[config.mk]
export PLATFORM = sky130hd
export DESIGN_NAME = c_subset_token_scanner_flat
export DESIGN_NICKNAME = d
export VERILOG_FILES = /design/src/rtl/tss_pkg.sv /design/src/rtl/tss_if.sv /design/src/rtl/tss_in_reg.sv /design/src/rtl/tss_core.sv /design/src/rtl/tss_res_buf.sv /design/src/rtl/c_subset_token_scanner.sv /design/src/flat_wrapper.sv
export VERILOG_INCLUDE_DIRS = /design/src /design/src/rtl
export SDC_FILE = /design/constraint.sdc
export NUM_CORES = 1
export LEC_CHECK = 0
export ABC_AREA = 0
export BUFFER_PORTS_ARGS = -buffer_cell sky130_fd_sc_hd__buf_2
export CAP_MARGIN = 20
export CORE_UTILIZATION = 40
export CTS_CLUSTER_DIAMETER = 80
export DETAILED_ROUTE_END_ITERATION = 12
export PLACE_DENSITY_LB_ADDON = 0.12
export SLEW_MARGIN = 20
export SYNTH_ARGS = -nofsm -noshare
export SYNTH_HDL_FRONTEND = slang
export SYNTH_SLANG_ARGS = --single-unit
[constraint.sdc]
create_clock -name clk_i -period 6.5 [get_ports clk_i]
set_input_delay 0 -clock clk_i [delete_from_list [all_inputs] [get_ports clk_i]]
set_output_delay 0 -clock clk_i [all_outputs]
set_load 0.1 [all_outputs]
[src/rtl/assert_macros.svh]
// Assertion helpers for the RTL. Define ASSERT_OFF to drop them.
`ifndef ASSERT_MACROS_SVH
`define ASSERT_MACROS_SVH

`ifndef ASSERT_OFF

// Check a property on every rising clk_i edge outside reset
`define ASSERT(lbl, prop, msg) \
  lbl: assert property (@(posedge clk_i) disable iff (!rst_ni) (prop)) else $error(msg);

// Check that a condition never holds
`define ASSERT_NEVER(lbl, cond, msg) \
  `ASSERT(lbl, !(cond), msg)

`else

`define ASSERT(lbl, prop, msg)
`define ASSERT_NEVER(lbl, cond, msg)

`endif

`endif

[src/rtl/tss_pkg.sv]
`default_nettype none

package tss_pkg;

  // Width of the byte position counter
  localparam int unsigned POS_BITS = 16;
  // Fixed width of the start and length result fields
  localparam int unsigned FIELD_BITS = 16;
  localparam int unsigned KW_COUNT = 12;
  localparam int unsigned SLOT_COUNT = 3;

  // Result status codes
  localparam logic [1:0] ST_TOKEN = 2'd0;
  localparam logic [1:0] ST_ERROR = 2'd1;
  localparam logic [1:0] ST_END   = 2'd2;

  // Token kinds that are not keywords
  localparam logic [5:0] KIND_QUEST  = 6'd5;
  localparam logic [5:0] KIND_COLON  = 6'd6;
  localparam logic [5:0] KIND_TILDE  = 6'd12;
  localparam logic [5:0] KIND_DEC    = 6'd13;
  localparam logic [5:0] KIND_NOT    = 6'd14;
  localparam logic [5:0] KIND_MINUS  = 6'd15;
  localparam logic [5:0] KIND_PLUS   = 6'd16;
  localparam logic [5:0] KIND_STAR   = 6'd17;
  localparam logic [5:0] KIND_SLASH  = 6'd18;
  localparam logic [5:0] KIND_PCT    = 6'd19;
  localparam logic [5:0] KIND_LAND   = 6'd20;
  localparam logic [5:0] KIND_LOR    = 6'd21;
  localparam logic [5:0] KIND_ASSIGN = 6'd22;
  localparam logic [5:0] KIND_EQ     = 6'd23;
  localparam logic [5:0] KIND_NE     = 6'd24;
  localparam logic [5:0] KIND_LT     = 6'd25;
  localparam logic [5:0] KIND_GT     = 6'd26;
  localparam logic [5:0] KIND_LE     = 6'd27;
  localparam logic [5:0] KIND_GE     = 6'd28;
  localparam logic [5:0] KIND_IDENT  = 6'd29;
  localparam logic [5:0] KIND_CONST  = 6'd30;
  localparam logic [5:0] KIND_LPAREN = 6'd31;
  localparam logic [5:0] KIND_RPAREN = 6'd32;
  localparam logic [5:0] KIND_LBRACE = 6'd33;
  localparam logic [5:0] KIND_RBRACE = 6'd34;
  localparam logic [5:0] KIND_SEMI   = 6'd35;
  localparam logic [5:0] KIND_COMMA  = 6'd36;

  // Scanner mode: idle, a run in progress, or an operator awaiting its second byte
  typedef enum logic [9:0] {
    MODE_IDLE   = 10'b00_0000_0001,
    MODE_WORD   = 10'b00_0000_0010,
    MODE_NUM    = 10'b00_0000_0100,
    MODE_MINUS  = 10'b00_0000_1000,
    MODE_BANG   = 10'b00_0001_0000,
    MODE_ASSIGN = 10'b00_0010_0000,
    MODE_LT     = 10'b00_0100_0000,
    MODE_GT     = 10'b00_1000_0000,
    MODE_AMP    = 10'b01_0000_0000,
    MODE_BAR    = 10'b10_0000_0000
  } mode_e;

  // One result beat
  typedef struct packed {
    logic [1:0]            status;
    logic [5:0]            kind;
    logic [FIELD_BITS-1:0] start;
    logic [FIELD_BITS-1:0] length;
    logic                  last;
  } res_t;

  // Results of one byte, handed from the scanner core to the result buffer
  typedef struct packed {
    logic                  load;
    logic [1:0]            count;
    res_t [SLOT_COUNT-1:0] slot;
  } grp_t;

  // Low bits of a position, zero extended when the counter is narrow
  function automatic logic [FIELD_BITS-1:0] to_field(input logic [POS_BITS-1:0] v);
    logic [31:0] w;
    w = 32'(v);
    return w[FIELD_BITS-1:0];
  endfunction

endpackage

`default_nettype wire

[src/rtl/tss_if.sv]
`default_nettype none

// Source byte channel
interface tss_in_if;
  import tss_pkg::*;

  logic       valid;
  logic       ready;
  logic [7:0] char_byte;
  logic       final_byte;

  modport source(output valid, char_byte, final_byte, input ready);
  modport sink(input valid, char_byte, final_byte, output ready);
endinterface

// Result channel
interface tss_out_if;
  import tss_pkg::*;

  logic                  valid;
  logic                  ready;
  logic [1:0]            result_status;
  logic [5:0]            token_kind;
  logic [FIELD_BITS-1:0] token_start;
  logic [FIELD_BITS-1:0] token_length;
  logic                  step_last;

  modport source(output valid, result_status, token_kind, token_start, token_length,
                 step_last, input ready);
  modport sink(input valid, result_status, token_kind, token_start, token_length,
               step_last, output ready);
endinterface

`default_nettype wire

[src/rtl/tss_in_reg.sv]
`default_nettype none

module tss_in_reg (
  input  wire logic  clk_i,
  input  wire logic  rst_ni,
  tss_in_if.sink     in_i,
  input  wire logic  take_i,
  output logic       valid_o,
  output logic [7:0] char_o,
  output logic       fin_o
);
  import tss_pkg::*;

  logic       valid_q, valid_d;
  logic [7:0] char_q;
  logic       fin_q;
  logic       load;

  // Take a new beat when empty or when the held one moves on
  assign in_i.ready = !valid_q || take_i;
  assign load       = in_i.valid && in_i.ready;

  always_comb begin
    valid_d = valid_q;
    if (load) begin
      valid_d = 1'b1;
    end else if (take_i) begin
      valid_d = 1'b0;
    end
  end

  always_ff @(posedge clk_i or negedge rst_ni) begin
    if (!rst_ni) begin
      valid_q <= 1'b0;
    end else begin
      valid_q <= valid_d;
    end
  end

  // Hold the payload of the waiting byte
  always_ff @(posedge clk_i) begin
    if (load) begin
      char_q <= in_i.char_byte;
      fin_q  <= in_i.final_byte;
    end
  end

  assign valid_o = valid_q;
  assign char_o  = char_q;
  assign fin_o   = fin_q;

endmodule

`default_nettype wire

[src/rtl/tss_core.sv]
`default_nettype none

module tss_core (
  input  wire logic          clk_i,
  input  wire logic          rst_ni,
  input  wire logic          valid_i,
  input  wire logic [7:0]    char_i,
  input  wire logic          fin_i,
  input  wire logic          free_i,
  output logic               take_o,
  output tss_pkg::grp_t      grp_o
);
  import tss_pkg::*;

  localparam logic [3:0] KW_LEN [KW_COUNT] = '{
    4'd3, 4'd4, 4'd6, 4'd2, 4'd4, 4'd0, 4'd0, 4'd2, 4'd5, 4'd3, 4'd5, 4'd8
  };

  typedef struct packed {
    logic valid;
    logic err;
    res_t res;
  } cand_t;

  typedef struct packed {
    mode_e               mode;
    logic                set_pend;
    logic [KW_COUNT-1:0] mask;
    cand_t               out;
  } beg_t;

  // Keyword text, one byte per index
  function automatic logic [7:0] kw_char(input int b, input logic [2:0] i);
    logic [63:0] w;
    case (b)
      0:       w = {"int", 40'h0};
      1:       w = {"void", 32'h0};
      2:       w = {"return", 16'h0};
      3:       w = {"if", 48'h0};
      4:       w = {"else", 32'h0};
      7:       w = {"do", 48'h0};
      8:       w = {"while", 24'h0};
      9:       w = {"for", 40'h0};
      10:      w = {"break", 24'h0};
      11:      w = "continue";
      default: w = '0;
    endcase
    return w[8*(7 - int'(i)) +: 8];
  endfunction

  function automatic logic is_digit(input logic [7:0] c);
    return c inside {["0":"9"]};
  endfunction

  function automatic logic is_word(input logic [7:0] c);
    return c inside {["a":"z"], ["A":"Z"], ["0":"9"], "_"};
  endfunction

  // Keep the keywords that still match at this index
  function automatic logic [KW_COUNT-1:0] narrow(input logic [KW_COUNT-1:0] mask,
                                                 input logic [POS_BITS-1:0] idx,
                                                 input logic [7:0] c);
    logic [KW_COUNT-1:0] keep;
    keep = '0;
    for (int b = 0; b < KW_COUNT; b++) begin
      keep[b] = mask[b] && (idx < POS_BITS'(KW_LEN[b])) && (kw_char(b, idx[2:0]) == c);
    end
    return keep;
  endfunction

  // Lowest live keyword of full length, else identifier
  function automatic logic [5:0] kw_kind(input logic [KW_COUNT-1:0] mask,
                                         input logic [POS_BITS-1:0] len);
    logic [5:0] kind;
    kind = KIND_IDENT;
    for (int b = KW_COUNT - 1; b >= 0; b--) begin
      if (mask[b] && (len == POS_BITS'(KW_LEN[b]))) begin
        kind = 6'(b);
      end
    end
    return kind;
  endfunction

  function automatic cand_t mk_tok(input logic [5:0] kind,
                                   input logic [FIELD_BITS-1:0] start,
                                   input logic [FIELD_BITS-1:0] len);
    cand_t r;
    r.valid      = 1'b1;
    r.err        = 1'b0;
    r.res.status = ST_TOKEN;
    r.res.kind   = kind;
    r.res.start  = start;
    r.res.length = len;
    r.res.last   = 1'b0;
    return r;
  endfunction

  function automatic cand_t mk_err(input logic [FIELD_BITS-1:0] start);
    cand_t r;
    r            = mk_tok('0, start, '0);
    r.err        = 1'b1;
    r.res.status = ST_ERROR;
    return r;
  endfunction

  // Token emitted when the pending run or operator ends
  function automatic cand_t flush_of(input mode_e mode,
                                     input logic [KW_COUNT-1:0] mask,
                                     input logic [POS_BITS-1:0] plen,
                                     input logic [POS_BITS-1:0] pstart);
    cand_t r;
    logic [FIELD_BITS-1:0] s;
    logic [FIELD_BITS-1:0] one;
    s   = to_field(pstart);
    one = FIELD_BITS'(1);
    r   = '0;
    case (mode)
      MODE_WORD:   r = mk_tok(kw_kind(mask, plen), s, to_field(plen));
      MODE_NUM:    r = mk_tok(KIND_CONST, s, to_field(plen));
      MODE_MINUS:  r = mk_tok(KIND_MINUS, s, one);
      MODE_BANG:   r = mk_tok(KIND_NOT, s, one);
      MODE_ASSIGN: r = mk_tok(KIND_ASSIGN, s, one);
      MODE_LT:     r = mk_tok(KIND_LT, s, one);
      MODE_GT:     r = mk_tok(KIND_GT, s, one);
      MODE_AMP:    r = mk_err(s);
      MODE_BAR:    r = mk_err(s);
      default:     r = '0;
    endcase
    return r;
  endfunction

  // Start of a new token at this byte
  function automatic beg_t begin_of(input logic [7:0] c, input logic [POS_BITS-1:0] pos);
    beg_t r;
    logic [FIELD_BITS-1:0] s;
    logic [FIELD_BITS-1:0] one;
    s          = to_field(pos);
    one        = FIELD_BITS'(1);
    r.mode     = MODE_IDLE;
    r.set_pend = 1'b0;
    r.mask     = '1;
    r.out      = '0;
    if (c == " " || c inside {[8'h09:8'h0d]}) begin
      r.mode = MODE_IDLE;
    end else if (is_word(c) && !is_digit(c)) begin
      r.mode     = MODE_WORD;
      r.set_pend = 1'b1;
      r.mask     = narrow('1, '0, c);
    end else if (is_digit(c)) begin
      r.mode     = MODE_NUM;
      r.set_pend = 1'b1;
    end else begin
      r.set_pend = 1'b1;
      case (c)
        "-":     r.mode = MODE_MINUS;
        "!":     r.mode = MODE_BANG;
        "=":     r.mode = MODE_ASSIGN;
        "<":     r.mode = MODE_LT;
        ">":     r.mode = MODE_GT;
        "&":     r.mode = MODE_AMP;
        "|":     r.mode = MODE_BAR;
        default: r.set_pend = 1'b0;
      endcase
      if (!r.set_pend) begin
        case (c)
          "?":     r.out = mk_tok(KIND_QUEST, s, one);
          ":":     r.out = mk_tok(KIND_COLON, s, one);
          "~":     r.out = mk_tok(KIND_TILDE, s, one);
          "+":     r.out = mk_tok(KIND_PLUS, s, one);
          "*":     r.out = mk_tok(KIND_STAR, s, one);
          "/":     r.out = mk_tok(KIND_SLASH, s, one);
          "%":     r.out = mk_tok(KIND_PCT, s, one);
          "(":     r.out = mk_tok(KIND_LPAREN, s, one);
          ")":     r.out = mk_tok(KIND_RPAREN, s, one);
          "{":     r.out = mk_tok(KIND_LBRACE, s, one);
          "}":     r.out = mk_tok(KIND_RBRACE, s, one);
          ";":     r.out = mk_tok(KIND_SEMI, s, one);
          ",":     r.out = mk_tok(KIND_COMMA, s, one);
          default: r.out = mk_err(s);
        endcase
      end
    end
    return r;
  endfunction

  mode_e               mode_q, mode_d, mode1;
  logic [POS_BITS-1:0] cnt_q, cnt_d;
  logic [POS_BITS-1:0] pstart_q, pstart_d, pstart1;
  logic [POS_BITS-1:0] plen_q, plen_d, plen1;
  logic [KW_COUNT-1:0] mask_q, mask_d, mask1;
  logic                disc_q, disc_d, disc1;

  logic                pos_max;
  logic [POS_BITS-1:0] pos_next;
  cand_t               fc, ca, cb, cc, cd, fin_fl;
  beg_t                bg;
  logic                use_flush, use_begin;
  logic [7:0]          pair_c;
  logic [5:0]          two_k;
  logic                lone_bad;
  cand_t               cand [4];
  logic [2:0]          n;
  res_t [SLOT_COUNT-1:0] slot;

  assign take_o   = valid_i && free_i;
  assign pos_max  = &cnt_q;
  assign pos_next = pos_max ? cnt_q : cnt_q + POS_BITS'(1);

  // Second byte and kind of each two-byte operator
  always_comb begin
    pair_c   = "=";
    two_k    = KIND_EQ;
    lone_bad = 1'b0;
    case (mode_q)
      MODE_MINUS:  begin pair_c = "-"; two_k = KIND_DEC; end
      MODE_BANG:   begin pair_c = "="; two_k = KIND_NE; end
      MODE_ASSIGN: begin pair_c = "="; two_k = KIND_EQ; end
      MODE_LT:     begin pair_c = "="; two_k = KIND_LE; end
      MODE_GT:     begin pair_c = "="; two_k = KIND_GE; end
      MODE_AMP:    begin pair_c = "&"; two_k = KIND_LAND; lone_bad = 1'b1; end
      MODE_BAR:    begin pair_c = "|"; two_k = KIND_LOR; lone_bad = 1'b1; end
      default:     lone_bad = 1'b0;
    endcase
  end

  // Advance the scanner by one byte
  always_comb begin
    fc        = flush_of(mode_q, mask_q, plen_q, pstart_q);
    bg        = begin_of(char_i, cnt_q);
    mode1     = mode_q;
    pstart1   = pstart_q;
    plen1     = plen_q;
    mask1     = mask_q;
    disc1     = disc_q;
    ca        = '0;
    cb        = '0;
    use_flush = 1'b0;
    use_begin = 1'b0;

    if (disc_q) begin
      disc1 = 1'b1;
    end else if (pos_max) begin
      ca    = mk_err(to_field(cnt_q));
      disc1 = 1'b1;
      mode1 = MODE_IDLE;
    end else begin
      case (mode_q)
        MODE_IDLE: use_begin = 1'b1;
        MODE_WORD: begin
          if (is_word(char_i)) begin
            mask1 = narrow(mask_q, plen_q, char_i);
            plen1 = plen_q + POS_BITS'(1);
          end else begin
            use_flush = 1'b1;
            use_begin = 1'b1;
          end
        end
        MODE_NUM: begin
          if (is_digit(char_i)) begin
            plen1 = plen_q + POS_BITS'(1);
          end else if (is_word(char_i)) begin
            ca    = mk_err(to_field(pstart_q));
            disc1 = 1'b1;
            mode1 = MODE_IDLE;
          end else begin
            use_flush = 1'b1;
            use_begin = 1'b1;
          end
        end
        MODE_MINUS, MODE_BANG, MODE_ASSIGN, MODE_LT, MODE_GT, MODE_AMP, MODE_BAR: begin
          if (char_i == pair_c) begin
            ca    = mk_tok(two_k, to_field(pstart_q), FIELD_BITS'(2));
            mode1 = MODE_IDLE;
          end else if (lone_bad) begin
            ca    = mk_err(to_field(pstart_q));
            disc1 = 1'b1;
            mode1 = MODE_IDLE;
          end else begin
            use_flush = 1'b1;
            use_begin = 1'b1;
          end
        end
        default: mode1 = MODE_IDLE;
      endcase
    end

    // Close the pending token, then open the next one
    if (use_flush) begin
      ca    = fc;
      mode1 = MODE_IDLE;
      mask1 = '1;
    end
    if (use_begin) begin
      cb    = bg.out;
      mode1 = bg.mode;
      if (bg.set_pend) begin
        pstart1 = cnt_q;
        plen1   = POS_BITS'(1);
      end
      if (bg.mode == MODE_WORD) begin
        mask1 = bg.mask;
      end
      if (bg.out.err) begin
        disc1 = 1'b1;
      end
    end

    // Last byte: flush what is left and report the end
    fin_fl = flush_of(mode1, mask1, plen1, pstart1);
    cc     = '0;
    cd     = '0;
    if (fin_i) begin
      if (!disc1) begin
        cc = fin_fl;
      end
      cd            = mk_tok('0, to_field(pos_next), '0);
      cd.res.status = ST_END;
    end

    if (fin_i) begin
      mode_d   = MODE_IDLE;
      cnt_d    = '0;
      pstart_d = '0;
      plen_d   = '0;
      mask_d   = '1;
      disc_d   = 1'b0;
    end else begin
      mode_d   = mode1;
      cnt_d    = pos_next;
      pstart_d = pstart1;
      plen_d   = plen1;
      mask_d   = mask1;
      disc_d   = disc1;
    end
  end

  // Pack the results of this byte into consecutive slots
  always_comb begin
    cand[0] = ca;
    cand[1] = cb;
    cand[2] = cc;
    cand[3] = cd;
    slot    = '0;
    n       = '0;
    for (int k = 0; k < 4; k++) begin
      if (cand[k].valid && (n < 3'(SLOT_COUNT))) begin
        slot[n[1:0]] = cand[k].res;
        n            = n + 3'd1;
      end
    end
    if (n != 3'd0) begin
      slot[n[1:0] - 2'd1].last = 1'b1;
    end
  end

  assign grp_o.load  = take_o;
  assign grp_o.count = n[1:0];
  assign grp_o.slot  = slot;

  always_ff @(posedge clk_i or negedge rst_ni) begin
    if (!rst_ni) begin
      mode_q   <= MODE_IDLE;
      cnt_q    <= '0;
      pstart_q <= '0;
      plen_q   <= '0;
      mask_q   <= '1;
      disc_q   <= 1'b0;
    end else if (take_o) begin
      mode_q   <= mode_d;
      cnt_q    <= cnt_d;
      pstart_q <= pstart_d;
      plen_q   <= plen_d;
      mask_q   <= mask_d;
      disc_q   <= disc_d;
    end
  end

endmodule

`default_nettype wire

[src/rtl/tss_res_buf.sv]
`default_nettype none

`include "assert_macros.svh"

module tss_res_buf (
  input  wire logic      clk_i,
  input  wire logic      rst_ni,
  input  tss_pkg::grp_t  grp_i,
  output logic           free_o,
  tss_out_if.source      out_o
);
  import tss_pkg::*;

  logic [1:0]            cnt_q, cnt_d;
  res_t [SLOT_COUNT-1:0] slot_q, slot_d;
  logic                  pop;

  assign pop    = (cnt_q != 2'd0) && out_o.ready;
  // Room for a new group once the last waiting beat leaves
  assign free_o = (cnt_q == 2'd0) || ((cnt_q == 2'd1) && out_o.ready);

  // Load a new group or shift toward the output slot
  always_comb begin
    cnt_d  = cnt_q;
    slot_d = slot_q;
    if (grp_i.load) begin
      cnt_d  = grp_i.count;
      slot_d = grp_i.slot;
    end else if (pop) begin
      cnt_d     = cnt_q - 2'd1;
      slot_d[0] = slot_q[1];
      slot_d[1] = slot_q[2];
    end
  end

  always_ff @(posedge clk_i or negedge rst_ni) begin
    if (!rst_ni) begin
      cnt_q <= '0;
    end else begin
      cnt_q <= cnt_d;
    end
  end

  always_ff @(posedge clk_i) begin
    slot_q <= slot_d;
  end

  assign out_o.valid         = cnt_q != 2'd0;
  assign out_o.result_status = slot_q[0].status;
  assign out_o.token_kind    = slot_q[0].kind;
  assign out_o.token_start   = slot_q[0].start;
  assign out_o.token_length  = slot_q[0].length;
  assign out_o.step_last     = slot_q[0].last;

  `ASSERT(a_load_when_free, grp_i.load |-> free_o, "group loaded over waiting results")
  `ASSERT(a_single_is_last, (cnt_q == 2'd1) |-> slot_q[0].last, "lone beat not marked last")
  `ASSERT_NEVER(a_early_last, (cnt_q > 2'd1) && slot_q[0].last, "last flag ahead of group end")
  `ASSERT(a_pop_count, (pop && !grp_i.load) |=> (cnt_q == $past(cnt_q) - 2'd1),
          "count did not follow a taken beat")

endmodule

`default_nettype wire

[src/rtl/c_subset_token_scanner.sv]
// Token scanner for a small C subset, longest match, keywords before identifiers.
// in_i carries one source byte per beat with final_byte set on the last byte of a
// source; out_o carries result beats (token, lexical error, or end of input) with
// step_last set on the last beat that a byte causes. A byte causes zero to three
// beats; the end beat follows the final byte and the scanner then restarts at
// position zero.
// An accepted byte waits in the input register while the core scans it; its result
// beats are registered in the result buffer and then appear on out_o.
// Throughput: one byte per cycle while each byte yields at most one beat and out_o
// is ready; a byte with more beats holds the input until its beats leave, as the result
// port moves one beat per cycle and the three-slot result buffer takes a new byte
// only once its last waiting beat leaves. When out_o stalls, the result buffer holds
// its beats and one more byte waits in the input register; in_i.ready then drops.
// Reset clears the scan state, position counter and both buffers at once; no
// clearing pass is needed.
`default_nettype none

module c_subset_token_scanner (
  input  wire logic clk_i,
  input  wire logic rst_ni,
  tss_in_if.sink    in_i,
  tss_out_if.source out_o
);
  import tss_pkg::*;

  logic       in_valid;
  logic [7:0] in_char;
  logic       in_fin;
  logic       take;
  logic       free;
  grp_t       grp;

  tss_in_reg u_in_reg (
    .clk_i   (clk_i),
    .rst_ni  (rst_ni),
    .in_i    (in_i),
    .take_i  (take),
    .valid_o (in_valid),
    .char_o  (in_char),
    .fin_o   (in_fin)
  );

  tss_core u_core (
    .clk_i   (clk_i),
    .rst_ni  (rst_ni),
    .valid_i (in_valid),
    .char_i  (in_char),
    .fin_i   (in_fin),
    .free_i  (free),
    .take_o  (take),
    .grp_o   (grp)
  );

  tss_res_buf u_res_buf (
    .clk_i  (clk_i),
    .rst_ni (rst_ni),
    .grp_i  (grp),
    .free_o (free),
    .out_o  (out_o)
  );

endmodule

`default_nettype wire

[src/flat_wrapper.sv]
// flat-port wrapper written by rule: the top's interface ports become plain ports
module c_subset_token_scanner_flat import tss_pkg::*;
  (clk_i, rst_ni, in_i_valid, in_i_char_byte, in_i_final_byte, in_i_ready, out_o_valid, out_o_result_status, out_o_token_kind, out_o_token_start, out_o_token_length, out_o_step_last, out_o_ready);
  tss_in_if in_i_i ();
  tss_out_if out_o_i ();
  input  wire logic clk_i;
  input  wire logic rst_ni;
  input wire logic [$bits(in_i_i.valid)-1:0] in_i_valid;
  input wire logic [$bits(in_i_i.char_byte)-1:0] in_i_char_byte;
  input wire logic [$bits(in_i_i.final_byte)-1:0] in_i_final_byte;
  output wire logic [$bits(in_i_i.ready)-1:0] in_i_ready;
  output wire logic [$bits(out_o_i.valid)-1:0] out_o_valid;
  output wire logic [$bits(out_o_i.result_status)-1:0] out_o_result_status;
  output wire logic [$bits(out_o_i.token_kind)-1:0] out_o_token_kind;
  output wire logic [$bits(out_o_i.token_start)-1:0] out_o_token_start;
  output wire logic [$bits(out_o_i.token_length)-1:0] out_o_token_length;
  output wire logic [$bits(out_o_i.step_last)-1:0] out_o_step_last;
  input wire logic [$bits(out_o_i.ready)-1:0] out_o_ready;
  assign in_i_i.valid = in_i_valid;
  assign in_i_i.char_byte = in_i_char_byte;
  assign in_i_i.final_byte = in_i_final_byte;
  assign in_i_ready = in_i_i.ready;
  assign out_o_valid = out_o_i.valid;
  assign out_o_result_status = out_o_i.result_status;
  assign out_o_token_kind = out_o_i.token_kind;
  assign out_o_token_start = out_o_i.token_start;
  assign out_o_token_length = out_o_i.token_length;
  assign out_o_step_last = out_o_i.step_last;
  assign out_o_i.ready = out_o_ready;
  c_subset_token_scanner u_core (.clk_i(clk_i), .rst_ni(rst_ni), .in_i(in_i_i), .out_o(out_o_i));
endmodule
Word-level counts from Yosys, hierarchy flattened:

Index checks and enable logic that the tools add are counted.

* magnitude comparators: 26
* reductions and logical operators: 83
* multiplexer cells: 197
* shifts and indexed selects: 11
* equal/unequal tests: 77
* $add $sub $neg: 8

Operators by type and width (number)
* 64-bit 2-to-1 mux: 64
* 64-bit by 7-bit variable part select with 8-bit output: 11
* 43-bit one-hot mux with 8 select lines: 2
* 43-bit 2-to-1 mux: 14
* 42-bit one-hot mux with 13 select lines: 1
* 123-bit bitwise mux: 4
* 123-bit 2-to-1 mux: 4
* 41-bit demux with 2-bit select: 4
* 16-bit 2-to-1 mux: 12
* 8-bit equality test: 21
* 41-bit 2-to-1 mux: 4
* 82-bit 2-to-1 mux: 2
* 8-bit by 6-bit equality test with 1-bit output, second input constant: 17
* 6-bit 2-to-1 mux: 22
* 12-bit 2-to-1 mux: 9
* 10-bit 2-to-1 mux: 10
* 16-bit by 3-bit equality test with 1-bit output, second input constant: 6
* 43-bit one-hot mux with 2 select lines: 1
* 10-bit one-hot mux with 7 select lines: 1
* 16-bit by 2-bit equality test with 1-bit output, second input constant: 4
* 1-bit logical AND: 64
* 56-bit 2-to-1 mux: 1
* 16-bit by 3-bit < comparator with 1-bit output, second input constant: 3
* 8-bit by 7-bit equality test with 1-bit output, second input constant: 5
* 51 further kinds: 116

* word-level logic and storage cells: 427
* register bits: 206
* output and inout port bits: 43
* input port bits: 13

Depth between registers and ports, before layout:

Gate-level depths: netlist of run 1.

* word-level depth: 46
* mapped depth: 23
* depth with buffers taken out: 19

Cells and area by module:

A second synthesis of run 1 with hierarchy kept.

* cells, all modules: 1733
* area, all modules: 15242.1 µm²

Modules (own cells, without submodules)
* tss_core: area an instance 9754.4 µm², instances 1, seq. area each 1793.0 µm², cells an instance 1447
* tss_res_buf: area an instance 5163.7 µm², instances 1, seq. area each 3743.6 µm², cells an instance 273
* tss_in_reg: area an instance 324.1 µm², instances 1, seq. area each 295.3 µm², cells an instance 13

Worst setup path after synthesis of run 1:

Ideal clock, no wire load.

* path kind: reg-to-reg
* from: register u_core.u_core.mode_q[7]
* to: register u_core.u_res_buf.slot_q, in the netlist u_core.u_res_buf.out_o.token_length[15] (data pin)
* cell stages (with the launch flop): 21
* data required time: 6239 ps
* library setup time: 261 ps
* buffers on the path: 3
* path slack: 882 ps
* clock period less this slack: 5618 ps
* data arrival time: 5358 ps
* cell sequence: dfrtp_1 or4_4 o41a_1 o21a_1 nand4_1 nor4bb_2 buf_4 a21o_2 o211ai_4 o32a_4 a31oi_1 inv_1 fa_1 nor2_1 nor2_1 and2_0 nor2_1 clkbuf_1 and3_1 buf_2 a221o_1

RTL lines
* start, declared: RTL line tss_core.sv:186 `mode_e mode_q, mode_d, mode1;`
* start signal, assigned: RTL line tss_core.sv:369 `mode_q <= mode_d;`
* end signal, assigned: RTL line tss_res_buf.sv:45 `slot_q <= slot_d;`
* end, declared: RTL line tss_res_buf.sv:15 `res_t [SLOT_COUNT-1:0] slot_q, slot_d;`

==> results of run 1 <==
-- placed cells by master, fill, tap and decap left out, types with 14 or more instances in the layout --
master and instances:
a211oi_1 16, a21oi_1 125, a221oi_1 18, a22o_1 14
a22oi_1 16, a31oi_1 20, and2_1 30, and3_1 37
buf_2 54, buf_4 72, clkbuf_16 25, dfrtp_1 61
dlygate4sd3_1 14, edfxtp_1 131, ha_1 17, inv_1 34
nand2_1 181, nand2b_1 15, nand3_1 52, nand4_1 28
nor2_1 155, nor3_1 46, nor4_1 18, o211ai_1 17
o21ai_0 126, o21ai_1 17, o22ai_1 39, o31ai_1 34
xnor2_1 30, xor2_1 18
-- what timing repair did --
item / 4_1_cts / 5_1_grt
hold buffers: 14 / 0
setup endpoints to repair: 0 / 12
hold endpoints to repair: 42 / 0
gates resized for setup: 0 / 2
-- critical path, cell delays in order (launching register included) --
cell and delay [ps]:
dfrtp_1 560, or4_4 620, o41a_1 430, o21a_1 260, a311oi_4 480, buf_4 230
o21ai_0 110, o41a_1 170, o22ai_1 260, nand2_1 210, a31oi_1 280, inv_1 150
fa_1 630, inv_1 110, ha_1 220, nand2_1 140, nand2_1 120, or3_1 410
nor2_1 330, a32oi_1 180, o21ai_1 120
-- path summary, 6_finish.rpt --
kind / to / from / slack, ps / cells past startpoint
max: u_core.u_res_buf.slot_q[77] / u_core.u_core.mode_q[6] / 340 / 20
min: u_core.u_core.pstart_q[12] / out_o_ready / 140 / 5
max reg2reg: u_core.u_res_buf.slot_q[77] / u_core.u_core.mode_q[6] / 340 / 20
min reg2reg: u_core.u_core.mask_q[6] / u_core.u_core.mask_q[6] / 470 / 2
max in group asynchronous: u_core.u_core.pstart_q[13] / rst_ni / 4410 / 4
min in group asynchronous: u_core.u_core.mode_q[6] / rst_ni / 470 / 3
-- state kept, by name, summed over array words and instances, names as in the netlist --
register,count
u_core.u_res_buf.slot_q,81
u_core.u_core.mode_q,10
u_core.u_res_buf.cnt_q,2
u_core.u_res_buf.out_o.token_length,16
u_core.u_res_buf.out_o.step_last,1
u_core.u_in_reg.fin_o,1
u_core.u_core.mask_q,12
u_core.u_in_reg.valid_o,1
u_core.u_core.pstart_q,16
u_core.u_res_buf.out_o.result_status,2
u_core.u_in_reg.char_o,8
u_core.u_core.disc_q,1
u_core.u_res_buf.out_o.token_start,16
u_core.u_res_buf.out_o.token_kind,6
u_core.u_core.cnt_q,16
u_core.u_core.plen_q,16
-- cell type report --
class	instances	area [um2]
fillers	3668	20200
multi-input cells	1307	8040
clock inverters	15	206
well taps	468	586
flip-flops and latches	205	5800
clock buffers	31	678
repair buffers	140	951
inverters	37	141
-- stage by stage --
stage | instance area, um2 | hold slack (ps) | worst slack [ps]
2_1_floorplan | 14900 | -296 | 882
3_3_place_gp | 15400 | 47.9 | 408
3_5_place_dp | 15400 | 47.7 | 296
4_1_cts | 16400 | 114 | 289
5_1_grt | 16400 | 144 | 85.2
6_report | 16400 | 145 | 336
-- kinds of logic after synthesis --
family	synth area share, %
XOR/XNOR	2.83
buffers and inverters	7.12
flip-flops	39.0
AND/OR/NAND/NOR	21.7
multiplexers	1.06
adder cells (fa/ha/maj)	1.57
AO/OA/AOI/OAI	26.7
-- per-layer routing --
layer  vias to the layer above  part of all wire [%]  track usage, %
met1                      6940                    46            43.7
met5                         -                     0               0
li1                       6445                     -               -
met4                         0                   2.8            8.43
met3                        83                   8.3            5.48
met2                       605                    43            42.6
-- power by group --
group / switching, mW / internal (mW) / leakage, nW / total (mW)
clock: 0.612 / 0.909 / 0.438 / 1.52
sequential: 0.209 / 2.04 / 2.29 / 2.25
combinational: 3.03 / 0.970 / 3.33 / 4.00
==> run summary, run 1 <==
unrepaired setup endpoints after global routing -> no
Slew headroom -> 31.8%
syn_nets -> 1770
Inserted Clock Buffers -> 25
GR Util All Layers -> 29.2%
effective utilization at floorplan -> 40.6%
Post-Place Cells -> 2143
Die Y -> 195 um
Clock Pin Slew Worst Setup and Hold Paths -> 60 ps
Synth async-reset ratio -> 36.1%
Final Non-Filler Cells -> 2203
final wirelength -> 55.5 mm
initial drt markers -> 1459
Cells after Synth -> 1739
setup TNS -> 0 ps
syn avg cell area -> 8.55 um2
#FFs+latches synth -> 205
residual antenna-violating net count after detailed routing -> 0
EDFF count, synth -> 131
leading area contributor after synthesis -> edfxtp_1
final core utilization -> 44.8%
Max-Cap Viols -> 0
I/O pin total -> 56
synth unique cells -> 109
Cell Pwr Density -> 474 mW/mm2
Detail Placement HPWL -> 39.1 mm
Pwr Total -> 7.77 mW
Crit path arrival time -> 6580 ps
Num Clock Sinks -> 205
Slew Limit Fails -> 0
global route overflow -> 0
WS Path Type -> reg2reg
Wirelength per Cell -> 25.2 um
# Post-CTS Setup Buffers -> 0
Port Buf Inserts -> 55
slew at the pin closest to its max-slew limit -> 998 ps
CP endpoint kind -> register
first-pass GRT wire length -> 85.0 mm
Setup crit start kind -> register
run status -> complete, no violations
Period minus WS final -> 6160 ps
initial antenna violation count -> 1
number of vias per cell -> 6.39
vias in the first global route -> 13300
die area -> 0.0379 mm2
most frequent cell after synthesis -> nand2_1
top_reg_cell synth -> edfxtp_1
Hold Vio Cnt, Final -> 0
DRT Pass-1 Iters -> 6
largest fanout on the critical path -> 15
deepest clock path buffer count -> 3
peak supply drop -> 0.219 mV
FP Rows -> 70
sequential area share after synthesis -> 39.0%
GPL Wtd Cong -> 0.932
leakage -> 6.06 nW
fin crit share -> 94.8%
clock root buffer -> clkbuf_16
Worst Skew -> 25.8 ps
Ys Warns -> 0
Final Setup Violations -> 0
Crit path required time -> 6910 ps
top cell type's share of synthesized area -> 26.5%
worst min path class -> in2reg
Synth Cell Area -> 0.0149 mm2
Final nets -> 1747
commonest cells in the netlist -> 181 x nand2_1, 156 x nor2_1, 131 x edfxtp_1, 126 x a21oi_1, 126 x o21ai_0
Fmax achieved -> 0.162 GHz
ant diodes -> 0
largest net degree at the start of global routing -> 59
H-tree levels -> 1
drt drc -> 0
share of cells above drive strength 1 -> 13.5%
top cells by area, synth -> edfxtp_1 26%, dfrtp_1 10%, nand2_1 4.6%
Skew-Pair Late Insertion Delay -> 580 ps
die width -> 195 um
vias -> 14100
Core Footprint -> 0.0366 mm2
CTS tree -> yes
area grow syn2layout -> 10.3%
Note: power is estimated with default switching activity, not from simulation.
==> inputs of run 2 (changes only) <==
ABC_AREA = 1   (was 0)
CORE_MARGIN = 2   (was not set)
MAX_ROUTING_LAYER = met4   (was not set)
==> run 2 against run 1 <==
Net effect:
- count of clock-buffer cells in the layout grew 5
- cell count rose by 13%
- first-iteration DRC count down 2.1%
- clock skew grew 5.3 ps
- combinational power grew 45%
- via count decreased by 1.8%
- largest cell class unchanged
- routed wire length decreased by 9.6%
- critical path depth rose by 8
- critical endpoint is now u_core.u_res_buf.slot_q[118]
- synthesized cell count grew 15%
- global-route usage is 2.2 points lower
- power rose by 25%
- sequential cell count did not move
==> run summary, run 2 <==
source of the worst hold timing path -> out_o_ready (unchanged)
Detail Placement HPWL -> 35.2 mm (was 39.1 mm)
I/O pin total -> 56 (unchanged)
residual antenna-violating net count after detailed routing -> 0 (unchanged)
global route overflow -> 0 (unchanged)
Fmax achieved -> 0.169 GHz (was 0.162 GHz)
Core Footprint -> 0.0365 mm2 (was 0.0366 mm2)
Skew-Pair Late Insertion Delay -> 570 ps (was 580 ps)
register share of total power -> 25.6% (was 29.0%)
share of cells above drive strength 1 -> 11.9% (was 13.5%)
Max-Cap Viols -> 0 (unchanged)
Inserted Clock Buffers -> 26 (was 25)
leading area contributor after synthesis -> edfxtp_1 (unchanged)
Die Y -> 196 um (was 195 um)
ant diodes -> 0 (unchanged)
first-pass GRT wire length -> 78.6 mm (was 85.0 mm)
CTS tree -> yes (unchanged)
Crit path required time -> 6900 ps (was 6910 ps)
Final Setup Violations -> 0 (unchanged)
Most common cell on crit path -> nand2_1 (unchanged)
R2R Path End -> u_core.u_res_buf.slot_q[118] (was u_core.u_res_buf.slot_q[77])
largest net degree at the start of global routing -> 68 (was 59)
syn_nets -> 2038 (was 1770)
Synth async-reset ratio -> 36.1% (unchanged)
Worst Hold Path EP -> u_core.u_res_buf.cnt_q[0] (was u_core.u_core.pstart_q[12])
flop2flop setup slack -> 590 ps (was 340 ps)
# Post-CTS Setup Buffers -> 0 (unchanged)
FP Rows -> 70 (unchanged)
most common cell after layout, fill and taps aside -> nand2_1 (unchanged)
R2R depth -> 28 (was 20)
switching share of power -> 55.1% (was 49.6%)
Clk network pwr share -> 14.8% (was 19.6%)
H-tree levels -> 1 (unchanged)
Period minus WS final -> 5910 ps (was 6160 ps)
effective utilization at floorplan -> 40.5% (was 40.6%)
Pwr Total -> 9.71 mW (was 7.77 mW)
Slowest-stage cell, CP -> edfxtp_1 (was fa_1)
run status -> complete, no violations (unchanged)
internal power -> 4.36 mW (was 3.92 mW)
GR Util All Layers -> 27.1% (was 29.2%)
Num Clock Sinks -> 205 (unchanged)
top_reg_cell synth -> edfxtp_1 (unchanged)
Post-Place Cells -> 2435 (was 2143)
fin crit share -> 90.9% (was 94.8%)
slew at the pin closest to its max-slew limit -> 1030 ps (was 998 ps)
most frequent cells in the layout -> 523 x nand2_1, 216 x nor2_1, 209 x inv_1 (was 181 x nand2_1, 155 x nor2_1, 131 x edfxtp_1)
sequential area share after synthesis -> 39.3% (was 39.0%)
Cell Pwr Density -> 601 mW/mm2 (was 474 mW/mm2)
Crit path arrival time -> 6310 ps (was 6580 ps)
clock root buffer -> clkbuf_16 (unchanged)
CP endpoint kind -> register (unchanged)
syn avg cell area -> 7.36 um2 (was 8.55 um2)
unrepaired setup endpoints after global routing -> no (unchanged)
Fin Hold WS -> 115 ps (was 145 ps)
initial antenna violation count -> 0 (was 1)
most frequent cell after synthesis -> nand2_1 (unchanged)
Final nets -> 2040 (was 1747)
Final Non-Filler Cells -> 2497 (was 2203)
worst hold path stage count -> 5 (unchanged)
drt drc -> 0 (unchanged)
Synth Cell Area -> 0.0148 mm2 (was 0.0149 mm2)
#FFs+latches synth -> 205 (unchanged)
deepest clock path buffer count -> 3 (unchanged)
Setup crit start kind -> register (unchanged)
CP top delay family -> simple AND/OR/NAND/NOR gates (was compound AO/OA/AOI/OAI gates)
max reg flops -> 81 (unchanged)
synth unique cells -> 64 (was 109)
number of vias per cell -> 5.53 (was 6.39)
Critical Path Max Stage Delay -> 740 ps (was 630 ps)
Buf+Inv Stages, Crit Path -> 5 (was 3)
Slew Limit Fails -> 0 (unchanged)
die area -> 0.0385 mm2 (was 0.0379 mm2)
vias in the first global route -> 13100 (was 13300)
Hold Vio Cnt, Final -> 0 (unchanged)
area grow syn2layout -> 9.30% (was 10.3%)
top cell type's share of synthesized area -> 26.6% (was 26.5%)
PostCTS Resize Cnt -> 0 (unchanged)
initial drt markers -> 1429 (was 1459)
# hold bufs at CTS -> 14 (unchanged)
vias -> 13800 (was 14100)
Switch Pwr -> 5.34 mW (was 3.85 mW)
Ys Warns -> 0 (unchanged)
worst min path class -> in2reg (unchanged)
setup TNS -> 0 ps (unchanged)
Cell Area, Placed -> 0.0152 mm2 (was 0.0154 mm2)
Worst Skew -> 31.1 ps (was 25.8 ps)
die width -> 196 um (was 195 um)
final wirelength -> 50.2 mm (was 55.5 mm)
GPL Wtd Cong -> 0.960 (was 0.932)
peak supply drop -> 0.422 mV (was 0.219 mV)
WS Path Type -> reg2reg (unchanged)
Slew headroom -> 31.1% (was 31.8%)
r2r startpoint -> u_core.u_in_reg.char_o[3] (was u_core.u_core.mode_q[6])
commonest cells in the netlist -> 523 x nand2_1, 217 x nor2_1, 210 x inv_1, 133 x o21ai_0, 131 x edfxtp_1 (was 181 x nand2_1, 156 x nor2_1, 131 x edfxtp_1, 126 x a21oi_1, 126 x o21ai_0)
Wirelength per Cell -> 20.1 um (was 25.2 um)
Port Buf Inserts -> 55 (unchanged)
DRT Pass-1 Iters -> 6 (unchanged)
design area -> 0.0162 mm2 (was 0.0164 mm2)
EDFF count, synth -> 131 (unchanged)
Cells after Synth -> 2007 (was 1739)
Reg with most FFs -> u_core.u_res_buf.slot_q (unchanged)
Clock Pin Slew Worst Setup and Hold Paths -> 60 ps (about the same)
fill cell count -> 3742 (was 3668)
leakage -> 7.18 nW (was 6.06 nW)
top cells by area, synth -> edfxtp_1 27%, nand2_1 13%, dfrtp_1 10% (was edfxtp_1 26%, dfrtp_1 10%, nand2_1 4.6%)
combinational power share -> 59.6% (was 51.5%)
largest fanout on the critical path -> 22 (was 15)
run 2: worst max-delay path by stage:
stage                              startpoint                            to  cells after the start  slack [ps]
floorplan           u_core.u_res_buf.cnt_q[0]     u_core.u_res_buf.cnt_q[0]                      6         920
global placement    u_core.u_in_reg.char_o[3]  u_core.u_res_buf.slot_q[118]                     28         860
detailed placement  u_core.u_in_reg.char_o[3]  u_core.u_res_buf.slot_q[118]                     28         730
CTS                 u_core.u_in_reg.char_o[3]  u_core.u_res_buf.slot_q[118]                     28         730
global route        u_core.u_in_reg.char_o[3]   u_core.u_res_buf.slot_q[78]                     31         120
finish              u_core.u_in_reg.char_o[3]  u_core.u_res_buf.slot_q[118]                     28         590
run 2: final cells by class:
| type | instances | area [um2] | share of cell area, % |
|---|---|---|---|
| Clock buffer | 36 | 708 | 4.38 |
| Clock inverter | 12 | 126 | 0.782 |
| Inverter | 239 | 905 | 5.60 |
| Multi-Input combinational cell | 1438 | 7380 | 45.7 |
| Sequential cell | 205 | 5800 | 35.9 |
| Tap cell | 468 | 586 | 3.63 |
| Timing Repair Buffer | 99 | 643 | 3.98 |
run 2: power groups by stage:
stage | Combinational (mW) | Sequential, mW | Clock [mW]
CTS | 5.74 | 2.48 | 1.48
global route | 6.34 | 2.55 | 1.52
floorplan | 4.52 | 2.40 | 0
detailed placement | 5.71 | 2.50 | 0
global placement | 5.70 | 2.50 | 0
finish | 5.78 | 2.48 | 1.44
run 2: cell families after synthesis:
logic type / after synthesis / synth area share (%)
compound gates: 379 / 15.5
fa+ha+maj: 18 / 1.57
simple gates: 1007 / 30.7
flops: 205 / 39.3
buf+inv: 364 / 10.9
xor+xnor: 34 / 2.02
run 2: tightest hold or removal path: stages:
cell and delay, ps:
buf_2 90, nand2_1 80, o21ai_4 60, buf_4 270, o21ai_0 110
run 2: stage by stage:
step	worst slack, ps	util (%)
3_5_place_dp	726	41.6
6_report	593	44.2
5_1_grt	119	44.2
3_3_place_gp	864	41.6
4_1_cts	728	44.2
2_1_floorplan	917	-
run 2: per-layer routing:
layer  track usage, %  part of all wire (%)
met5                -                     0
met4             5.78                   1.9
met3             3.78                   6.2
met2             38.9                    42
met1             40.3                    50
